**config.mk**
```make
export PLATFORM = sky130hd
export DESIGN_NAME = pixel_chain_frame_serializer_unit
export DESIGN_NICKNAME = d
export VERILOG_FILES = /design/src/rtl/pcfs_pkg.sv /design/src/rtl/pixel_chain_frame_serializer_unit.sv /design/src/rtl/pcfs_front.sv /design/src/rtl/pcfs_queue.sv /design/src/rtl/pcfs_back.sv
export SDC_FILE = /design/constraint.sdc
export NUM_CORES = 1
export LEC_CHECK = 0
export ABC_AREA = 1
export BUFFER_PORTS_ARGS = -buffer_cell sky130_fd_sc_hd__buf_4
export CORE_ASPECT_RATIO = 0.75
export CORE_MARGIN = 2
export CORE_UTILIZATION = 40
export CTS_BUF_LIST = sky130_fd_sc_hd__clkbuf_4
export DETAILED_ROUTE_END_ITERATION = 16
export GPL_TIMING_DRIVEN = 1
export PLACE_DENSITY = 0.59
export REMOVE_ABC_BUFFERS = 1
export SLEW_MARGIN = 20
export SYNTH_ARGS = -nofsm -noshare
export SYNTH_HDL_FRONTEND = slang
export SYNTH_SLANG_ARGS = --single-unit
```
**constraint.sdc**
```tcl
create_clock -name clock -period 6.86 [get_ports clock]
set_input_delay 0.343 -clock clock [delete_from_list [all_inputs] [get_ports clock]]
set_output_delay 0.343 -clock clock [all_outputs]
set_load 0.1 [all_outputs]
```
**src/rtl/pcfs_pkg.sv**
```systemverilog
`default_nettype none
package pcfs_pkg;

   // register indexes on the csr port
   localparam logic [2:0] CSR_RESET_CODE  = 3'd0;
   localparam logic [2:0] CSR_SYNC_CODE   = 3'd1;
   localparam logic [2:0] CSR_START_CODE  = 3'd2;
   localparam logic [2:0] CSR_RESET_DELAY = 3'd3;
   localparam logic [2:0] CSR_SYNC_IDLE   = 3'd4;

   localparam int CSR_INDEX_W = 3;
   localparam int CSR_DATA_W  = 12;

   // register reset values
   localparam logic [3:0]  RESET_CODE_DEF  = 4'd4;
   localparam logic [3:0]  SYNC_CODE_DEF   = 4'd1;
   localparam logic [3:0]  START_CODE_DEF  = 4'd2;
   localparam logic [11:0] RESET_DELAY_DEF = 12'd1;
   localparam logic [11:0] SYNC_IDLE_DEF   = 12'd1;

   // input item kinds
   localparam logic KIND_START = 1'b0;
   localparam logic KIND_BYTE  = 1'b1;

   // line symbols
   localparam logic [1:0] SYM_ZERO  = 2'd0;
   localparam logic [1:0] SYM_ONE   = 2'd1;
   localparam logic [1:0] SYM_DELAY = 2'd2;
   localparam logic [1:0] SYM_IDLE  = 2'd3;

   localparam logic [11:0] HDR_RUN  = 12'd15;
   localparam logic [11:0] ONE_RUN  = 12'd1;
   localparam logic [3:0]  CMD_MSB  = 4'd3;
   localparam logic [3:0]  DATA_MSB = 4'd11;

   // b*4095/255 = 16*b + b/17, and b/17 = (b*241) >> 12 for every byte
   localparam int SCALE_RECIP = 241;
   localparam int SCALE_SHIFT = 12;

   localparam int QUEUE_DEPTH = 4;
   localparam int QUEUE_AW    = $clog2(QUEUE_DEPTH);
   localparam int QUEUE_CW    = $clog2(QUEUE_DEPTH + 1);

   typedef struct packed {
      logic       kind;
      logic       need_reset;
      logic [7:0] level;
      logic       last_byte;
   } req_type;

   typedef struct packed {
      logic [1:0]  symbol;
      logic [11:0] repeat_res;
      logic        run_last;
      logic        frame_end;
   } rsp_type;

   typedef struct packed {
      logic [3:0]  reset_code;
      logic [3:0]  sync_code;
      logic [3:0]  start_code;
      logic [11:0] reset_delay_count;
      logic [11:0] sync_idle_count;
   } cfg_type;

   // classified work item handed from front to back
   typedef struct packed {
      logic        is_start;
      logic        do_reset;
      logic [11:0] value;
      logic        last;
   } qent_type;

   function automatic logic [11:0] scale_level(input logic [7:0] level);
      logic [15:0] prod;
      prod = 16'(level) * 16'(SCALE_RECIP);
      return {level, 4'b0000} + 12'(prod[15:SCALE_SHIFT]);
   endfunction

endpackage
`default_nettype wire

```
**src/rtl/pixel_chain_frame_serializer_unit.sv**
```systemverilog
// path: item to queue entry, then to the back's state register, then its results to the rsp register
// throughput: one result transfer per cycle while rsp_stall is low; a channel byte gives 13 results;
//    a start item gives 11 to 18 results depending on the reset path and the nonzero run counts
// the 4-entry queue absorbs items so the input keeps moving while one is serialized, until the queue is full
// reset: synchronous, active high; clears queue, frame state and rsp_valid, loads register defaults
`default_nettype none
module pixel_chain_frame_serializer_unit (
   input  wire                                  clock,
   input  wire                                  reset,
   input  wire                                  req_valid,
   output logic                                 req_stall,
   input  pcfs_pkg::req_type                    req_data,
   output logic                                 rsp_valid,
   input  wire                                  rsp_stall,
   output pcfs_pkg::rsp_type                    rsp_data,
   input  wire                                  csr_write,
   input  wire [pcfs_pkg::CSR_INDEX_W-1:0]      csr_index,
   input  wire [pcfs_pkg::CSR_DATA_W-1:0]       csr_data
);
   import pcfs_pkg::*;

   // configuration registers; the user writes them only while the block is idle, the block does not enforce it
   cfg_type  cfg_ff, cfg_in;

   // front to queue
   logic     q_push;
   qent_type q_wdata;
   // queue to back
   logic     q_pop;
   qent_type q_rdata;
   logic     q_full;
   logic     q_empty;

   always_comb begin
      cfg_in = cfg_ff;
      if (csr_write) begin
         unique case (csr_index)
            CSR_RESET_CODE:  cfg_in.reset_code        = csr_data[3:0];
            CSR_SYNC_CODE:   cfg_in.sync_code         = csr_data[3:0];
            CSR_START_CODE:  cfg_in.start_code        = csr_data[3:0];
            CSR_RESET_DELAY: cfg_in.reset_delay_count = csr_data;
            CSR_SYNC_IDLE:   cfg_in.sync_idle_count   = csr_data;
            default:         cfg_in = cfg_ff;   // unknown index, no effect
         endcase
      end
   end

   always_ff @(posedge clock) begin
      if (reset) begin
         cfg_ff.reset_code        <= RESET_CODE_DEF;
         cfg_ff.sync_code         <= SYNC_CODE_DEF;
         cfg_ff.start_code        <= START_CODE_DEF;
         cfg_ff.reset_delay_count <= RESET_DELAY_DEF;
         cfg_ff.sync_idle_count   <= SYNC_IDLE_DEF;
      end else begin
         cfg_ff <= cfg_in;
      end
   end

   // front: takes each transfer, tracks whether a frame is open, scales bytes
   pcfs_front u_front (
      .clock     (clock),
      .reset     (reset),
      .req_valid (req_valid),
      .req_stall (req_stall),
      .req_data  (req_data),
      .q_full    (q_full),
      .q_push    (q_push),
      .q_wdata   (q_wdata)
   );

   // short queue between classification and serialization
   pcfs_queue u_queue (
      .clock (clock),
      .reset (reset),
      .push  (q_push),
      .wdata (q_wdata),
      .pop   (q_pop),
      .rdata (q_rdata),
      .full  (q_full),
      .empty (q_empty)
   );

   // back: sequencer that expands each item into run-length symbols
   pcfs_back u_back (
      .clock     (clock),
      .reset     (reset),
      .cfg       (cfg_ff),
      .q_rdata   (q_rdata),
      .q_empty   (q_empty),
      .q_pop     (q_pop),
      .rsp_valid (rsp_valid),
      .rsp_stall (rsp_stall),
      .rsp_data  (rsp_data)
   );

   // zero-length runs are skipped, so no symbol ever goes out with a zero count
   a_rep_nonzero: assert property (@(posedge clock) disable iff (reset)
      rsp_valid |-> (rsp_data.repeat_res != '0))
      else $error("result with zero repeat count");

   // the frame's last symbol also closes the item that produced it
   a_fend_last: assert property (@(posedge clock) disable iff (reset)
      (rsp_valid && rsp_data.frame_end) |-> rsp_data.run_last)
      else $error("frame end without run last");

   // the back only takes work the queue actually holds
   a_pop_nonempty: assert property (@(posedge clock) disable iff (reset)
      q_pop |-> !q_empty)
      else $error("queue popped while empty");

endmodule
`default_nettype wire

```
**src/rtl/pcfs_front.sv**
```systemverilog
`default_nettype none
module pcfs_front (
   input  wire                 clock,
   input  wire                 reset,
   input  wire                 req_valid,
   output logic                req_stall,
   input  pcfs_pkg::req_type   req_data,
   input  wire                 q_full,
   output logic                q_push,
   output pcfs_pkg::qent_type  q_wdata
);
   import pcfs_pkg::*;

   logic frame_active_ff, frame_active_in;
   logic accept;

   assign req_stall = q_full;
   assign accept    = req_valid && !req_stall;

   // bytes outside a frame are dropped here
   assign q_push = accept && (req_data.kind == KIND_START || frame_active_ff);

   always_comb begin
      q_wdata.is_start = (req_data.kind == KIND_START);
      q_wdata.do_reset = req_data.need_reset || frame_active_ff;
      q_wdata.value    = scale_level(req_data.level);
      q_wdata.last     = req_data.last_byte;
   end

   always_comb begin
      frame_active_in = frame_active_ff;
      if (accept) begin
         if (req_data.kind == KIND_START) begin
            frame_active_in = 1'b1;
         end else if (frame_active_ff && req_data.last_byte) begin
            frame_active_in = 1'b0;
         end
      end
   end

   always_ff @(posedge clock) begin
      if (reset) begin
         frame_active_ff <= 1'b0;
      end else begin
         frame_active_ff <= frame_active_in;
      end
   end

endmodule
`default_nettype wire

```
**src/rtl/pcfs_queue.sv**
```systemverilog
`default_nettype none
module pcfs_queue (
   input  wire                 clock,
   input  wire                 reset,
   input  wire                 push,
   input  pcfs_pkg::qent_type  wdata,
   input  wire                 pop,
   output pcfs_pkg::qent_type  rdata,
   output logic                full,
   output logic                empty
);
   import pcfs_pkg::*;

   qent_type              mem_ff [QUEUE_DEPTH];
   logic [QUEUE_AW-1:0]   wr_ptr_ff, wr_ptr_in;
   logic [QUEUE_AW-1:0]   rd_ptr_ff, rd_ptr_in;
   logic [QUEUE_CW-1:0]   count_ff, count_in;

   assign full  = (count_ff == QUEUE_CW'(QUEUE_DEPTH));
   assign empty = (count_ff == '0);
   assign rdata = mem_ff[rd_ptr_ff];

   always_comb begin
      wr_ptr_in = wr_ptr_ff;
      rd_ptr_in = rd_ptr_ff;
      count_in  = count_ff;
      if (push) begin
         wr_ptr_in = (wr_ptr_ff == QUEUE_AW'(QUEUE_DEPTH - 1)) ? '0 : wr_ptr_ff + 1'b1;
      end
      if (pop) begin
         rd_ptr_in = (rd_ptr_ff == QUEUE_AW'(QUEUE_DEPTH - 1)) ? '0 : rd_ptr_ff + 1'b1;
      end
      if (push && !pop) begin
         count_in = count_ff + 1'b1;
      end else if (pop && !push) begin
         count_in = count_ff - 1'b1;
      end
   end

   always_ff @(posedge clock) begin
      if (push) begin
         mem_ff[wr_ptr_ff] <= wdata;
      end
   end

   always_ff @(posedge clock) begin
      if (reset) begin
         wr_ptr_ff <= '0;
         rd_ptr_ff <= '0;
         count_ff  <= '0;
      end else begin
         wr_ptr_ff <= wr_ptr_in;
         rd_ptr_ff <= rd_ptr_in;
         count_ff  <= count_in;
      end
   end

endmodule
`default_nettype wire

```
**src/rtl/pcfs_back.sv**
```systemverilog
`default_nettype none
module pcfs_back (
   input  wire                 clock,
   input  wire                 reset,
   input  pcfs_pkg::cfg_type   cfg,
   input  pcfs_pkg::qent_type  q_rdata,
   input  wire                 q_empty,
   output logic                q_pop,
   output logic                rsp_valid,
   input  wire                 rsp_stall,
   output pcfs_pkg::rsp_type   rsp_data
);
   import pcfs_pkg::*;

   typedef enum logic [11:0] {
      ST_IDLE     = 12'b0000_0000_0001,
      ST_RST_HDR  = 12'b0000_0000_0010,
      ST_RST_CMD  = 12'b0000_0000_0100,
      ST_RST_DLY  = 12'b0000_0000_1000,
      ST_SYN_HDR  = 12'b0000_0001_0000,
      ST_SYN_CMD  = 12'b0000_0010_0000,
      ST_SYN_ZERO = 12'b0000_0100_0000,
      ST_SYN_IDLE = 12'b0000_1000_0000,
      ST_STA_HDR  = 12'b0001_0000_0000,
      ST_STA_CMD  = 12'b0010_0000_0000,
      ST_LEAD     = 12'b0100_0000_0000,
      ST_BITS     = 12'b1000_0000_0000
   } state_type;

   state_type   state_ff, state_in;
   logic [3:0]  idx_ff, idx_in;
   logic [11:0] value_ff, value_in;
   logic        last_ff, last_in;
   logic        rsp_valid_ff, rsp_valid_in;
   rsp_type     rsp_data_ff, rsp_data_in;

   state_type   succ_state, first_state;
   logic [3:0]  succ_idx;
   logic [1:0]  sym;
   logic [11:0] rep;
   logic        fin, fend, emit, out_free;

   assign out_free = !rsp_valid_ff || !rsp_stall;
   assign emit     = (state_ff != ST_IDLE) && out_free;
   assign q_pop    = !q_empty && ((state_ff == ST_IDLE) || (emit && fin));

   assign rsp_valid = rsp_valid_ff;
   assign rsp_data  = rsp_data_ff;

   assign first_state = q_rdata.is_start ? (q_rdata.do_reset ? ST_RST_HDR : ST_SYN_HDR)
                                         : ST_LEAD;

   // symbol for the current step and the step after it
   always_comb begin
      sym        = SYM_ZERO;
      rep        = ONE_RUN;
      fin        = 1'b0;
      fend       = 1'b0;
      succ_state = state_ff;
      succ_idx   = idx_ff - 1'b1;
      unique case (state_ff)
         ST_IDLE: begin
            succ_idx = idx_ff;
         end
         ST_RST_HDR: begin
            sym        = SYM_ONE;
            rep        = HDR_RUN;
            succ_state = ST_RST_CMD;
            succ_idx   = CMD_MSB;
         end
         ST_RST_CMD: begin
            sym = cfg.reset_code[idx_ff[1:0]] ? SYM_ONE : SYM_ZERO;
            if (idx_ff == '0) begin
               succ_state = (cfg.reset_delay_count != '0) ? ST_RST_DLY : ST_SYN_HDR;
            end
         end
         ST_RST_DLY: begin
            sym        = SYM_DELAY;
            rep        = cfg.reset_delay_count;
            succ_state = ST_SYN_HDR;
         end
         ST_SYN_HDR: begin
            sym        = SYM_ONE;
            rep        = HDR_RUN;
            succ_state = ST_SYN_CMD;
            succ_idx   = CMD_MSB;
         end
         ST_SYN_CMD: begin
            sym = cfg.sync_code[idx_ff[1:0]] ? SYM_ONE : SYM_ZERO;
            if (idx_ff == '0) begin
               succ_state = ST_SYN_ZERO;
            end
         end
         ST_SYN_ZERO: begin
            sym        = SYM_ZERO;
            rep        = HDR_RUN;
            succ_state = (cfg.sync_idle_count != '0) ? ST_SYN_IDLE : ST_STA_HDR;
         end
         ST_SYN_IDLE: begin
            sym        = SYM_IDLE;
            rep        = cfg.sync_idle_count;
            succ_state = ST_STA_HDR;
         end
         ST_STA_HDR: begin
            sym        = SYM_ONE;
            rep        = HDR_RUN;
            succ_state = ST_STA_CMD;
            succ_idx   = CMD_MSB;
         end
         ST_STA_CMD: begin
            sym = cfg.start_code[idx_ff[1:0]] ? SYM_ONE : SYM_ZERO;
            fin = (idx_ff == '0);
         end
         ST_LEAD: begin
            sym        = SYM_ZERO;
            succ_state = ST_BITS;
            succ_idx   = DATA_MSB;
         end
         ST_BITS: begin
            sym  = value_ff[idx_ff] ? SYM_ONE : SYM_ZERO;
            fin  = (idx_ff == '0);
            fend = fin && last_ff;
         end
         default: begin
            succ_state = ST_IDLE;
         end
      endcase
   end

   always_comb begin
      state_in     = state_ff;
      idx_in       = idx_ff;
      value_in     = value_ff;
      last_in      = last_ff;
      rsp_valid_in = rsp_valid_ff;
      rsp_data_in  = rsp_data_ff;
      if (out_free) begin
         rsp_valid_in = emit;
      end
      if (emit) begin
         rsp_data_in.symbol     = sym;
         rsp_data_in.repeat_res = rep;
         rsp_data_in.run_last   = fin;
         rsp_data_in.frame_end  = fend;
         state_in               = fin ? ST_IDLE : succ_state;
         idx_in                 = succ_idx;
      end
      if (q_pop) begin
         state_in = first_state;
         value_in = q_rdata.value;
         last_in  = q_rdata.last;
      end
   end

   always_ff @(posedge clock) begin
      idx_ff      <= idx_in;
      value_ff    <= value_in;
      last_ff     <= last_in;
      rsp_data_ff <= rsp_data_in;
   end

   always_ff @(posedge clock) begin
      if (reset) begin
         state_ff     <= ST_IDLE;
         rsp_valid_ff <= 1'b0;
      end else begin
         state_ff     <= state_in;
         rsp_valid_ff <= rsp_valid_in;
      end
   end

endmodule
`default_nettype wire
```
==> impl_metrics.yaml <==
timing:
  clock_skew_ns: 0.0265
  tns_ns: 0
  finalCritPeriodShare_pct: 55.4
  layout_min_cycle_time_ns: 3.80
  drv_slew: 0
  rsz0062_at_grt: "false"
  setup_viol: 0
  fmax_mhz: 263
  max_slew_margin_pct: 36.0
  hold_violations: 0
  tightest_slew_ns: 0.960
synth:
  ys_warn_count: 0
  synth_top_area_share_pct: 38.4
  synth_top_area_cell: "edfxtp_1"
  async_flop_share_pct: 0
  avgSynthCellArea_sq_um: 9.65
  synthTopCellsByArea: "edfxtp_1, dfxtp_1, ha_1"
  synthCells: 754
  synth_ff_type: "edfxtp_1"
  netlist_area_sq_mm: 0.00727
  ys_types: 36
  seq_area_frac_synth_pct: 54.6
  synth.ff_latch_count: 152
  synth_edf_count: 93
power:
  p_clk_share_pct: 16.4
  power.density_mw_per_mm2: 399
  peakVddDrop_uv: 243
  p_comb_share_pct: 42.5
  seqPwrFrac_pct: 41.1
  leakage_nw: 3.40
  internal_power_mw: 1.77
  p_switching_mw: 1.53
  swShare_pct: 46.4
  finalPower_mw: 3.29
clock_tree:
  post_cts_resized: 0
  cts_buffer_depth: 2
  htree_num_levels: 4
  clkTransAtPathRegs_ns: 0.16
  clk_latency_ns: 0.56
  cts_sinks: 152
  cts_tree: "done"
  clock-root-buffer: "clkbuf_4"
  numCtsBuffers: 17
setup_path:
  crit_required_ns: 7.15
  worstPathMaxFanout: 6
  worstSetupPathType: "in2reg"
  cp.buffers_inverters: 5
  max_stage_delay_ns: 0.54
  worst_path_max_delay_cell: "dlygate4sd3_1"
  cp_cell_sequence: "dlygate4sd3_1, buf_4, inv_1, fa_1, fa_1, inv_1, ha_1, ha_1, ha_1, a21oi_1, o21a_1, nand2_1, nand2_1, nand2_1, a21oi_1, inv_1, nand2_1, nand2_1"
  arrival_ns: 4.09
  endpoint_kind: "flip-flop"
  cpMostUsedCell: "nand2_1"
  cp_top_family: "adder cells"
  start_kind: "input port"
flow_run:
  cap_violations: 0
floorplan:
  row_count: 42
  start_util_pct: 41.1
  die_h_microns: 121
  die_w_microns: 160
  coreArea_sq_mm: 0.0177
  dieArea_sq_mm: 0.0193
  io_pins: 49
grt:
  globalRouteTotalUtil_pct: 16.5
  grt_max_degree: 46
  antenna_found_initial: 0
  use_met1_pct: 24.9
  grt_overflow: 0
  grt_util_met2_pct: 23.8
  grt_pass1_vias: 4887
  use_met3_pct: 3.33
  grt_pass1_wl_microns: 25000
  grt-busiest-layer: "met1"
layout:
  layout.nets: 894
  post-route-util_pct: 46.6
  area_growth_pct: 13.4
  drive_gt1_share_pct: 12.0
  diodes: 0
  fin_cells: 1065
  stdcell_area_sq_mm: 0.00825
placement:
  dp.cells: 1022
  place_area_sq_mm: 0.00786
  gp_congestion: 0.808
  dp_hpwl_microns: 10400
  port_buffers: 48
routing:
  route.detailed.wl_per_inst_microns: 14.0
  drtPass1Iterations: 5
  via_per_inst: 4.84
  vias: 5154
  antenna_left: 0
  wl_microns: 14900
  drt-initial-drc-count: 464
  drc: 0
status:
  status: "finished clean"
hold_path:
  hold_path_class: "in2reg"
-- worst register-to-register path, stage by stage (launching register included) --
cell	delay, ns
edfxtp_1	0.65
inv_1	0.33
ha_1	0.31
nand3_1	0.14
inv_1	0.09
nand3_1	0.10
nand2_1	0.11
nand2_2	0.30
ha_1	0.22
inv_1	0.07
fa_1	0.37
a21oi_1	0.14
o21ai_0	0.10
o21ai_0	0.16
a21oi_1	0.06
-- cells in the mapped netlist, types with 2 or more instances --
library cell  count
inv_1           105
nor2_1           97
edfxtp_1         93
o21ai_0          79
nand2_1          75
dfxtp_1          59
a21oi_1          49
ha_1             38
nand3_1          34
o22ai_1          25
clkbuf_1         20
fa_1             15
nor3_1           10
nand4_1           8
nand2_2           6
xor2_1            6
nor4_1            5
o21ai_1           4
nor2_4            3
o211ai_1          3
o221ai_1          3
clkinv_1          2
o21a_1            2
-- layer usage --
layer	vias to the layer above	routed length (microns)	part of all wire (%)
met5	-	0	0
met4	0	146	0.98
met3	12	574	3.8
met2	100	6080	41
met1	2356	8140	54
li1	2686	-	-
-- final timing paths --
path / start / to / slack, ns / cells after the start
setup reg to reg: u_back.idx_ff[0] / u_queue.count_ff[2] / 3.64 / 14
hold / removal: csr_data[4] / cfg_ff[4] / 0.06 / 3
setup / recovery: req_data[6] / u_queue.mem_ff[2][4] / 3.06 / 18
hold reg to reg: cfg_ff[25] / cfg_ff[25] / 0.48 / 2
-- registers in the layout, indices dropped and copies added, names as in the netlist, named ones only --
register and flops:
u_queue.wr_ptr_ff 2, u_queue.count_ff 3, u_back.rsp_valid 1, u_back.state_ff 12
u_queue.mem_ff 60, cfg_ff 36, u_back.value_ff 12, u_back.rsp_data 16
u_back.last_ff 1, u_back.idx_ff 4, u_front.frame_active_ff 1, u_queue.rd_ptr_ff 2
-- power groups by stage --
| stage | Combinational [mW] | Clock [mW] | Sequential (mW) |
|---|---|---|---|
| finish | 1.40 | 0.540 | 1.35 |
| global route | 1.56 | 0.596 | 1.38 |
| CTS | 1.41 | 0.561 | 1.36 |
| detailed placement | 1.40 | 0 | 1.38 |
| global placement | 1.39 | 0 | 1.38 |
| floorplan | 0.721 | 0 | 1.68 |
-- metrics by stage --
stage	hold slack, ns	worst slack [ns]
after floorplan	0.412	2.75
after CTS	0.00588	3.11
final	0.0601	3.06
after detailed placement	0.450	3.05
after global routing	0.0215	2.84
after global placement	0.444	3.12
-- layout by cell type, fill, tap and decap left out, drive strengths merged --
cell,instances
o221ai,3
clkbuf,17
edfxtp,93
a211oi,1
or2,2
o211ai,3
buf,49
xnor2,1
nor2,101
nand4,8
clkinv,7
nand3,34
fa,15
a221oi,1
inv,116
o22ai,25
xor2,6
dlygate4sd3,11
o21ai,83
ha,38
dfxtp,59
o21a,2
nor4,5
nand2,82
a31oi,1
nor3,10
a21oi,50
-- layout make-up --
class                   instances  area, sq um
inverters                     108          405
clock inverters                15          154
well taps                     242          303
clock buffers                  17          128
multi-input cells             471         2810
fillers                      1675         9460
flip-flops and latches        152         3980
repair buffers                 60          478
-- what timing repair did --
action	in CTS	in global routing
endpoints found under the hold margin	39	0
hold buffers	11	0
setup buffers	0	0
-- kinds of logic after synthesis --
logic type	after synthesis	synth area share (%)
flip-flops	152	54.6
adder cells (fa/ha/maj)	53	10.7
buffers and inverters	131	6.91
AO/OA/AOI/OAI	169	12.5
XOR/XNOR	7	0.843
AND/OR/NAND/NOR	242	14.4
Note: power is estimated with default switching activity, not from simulation.
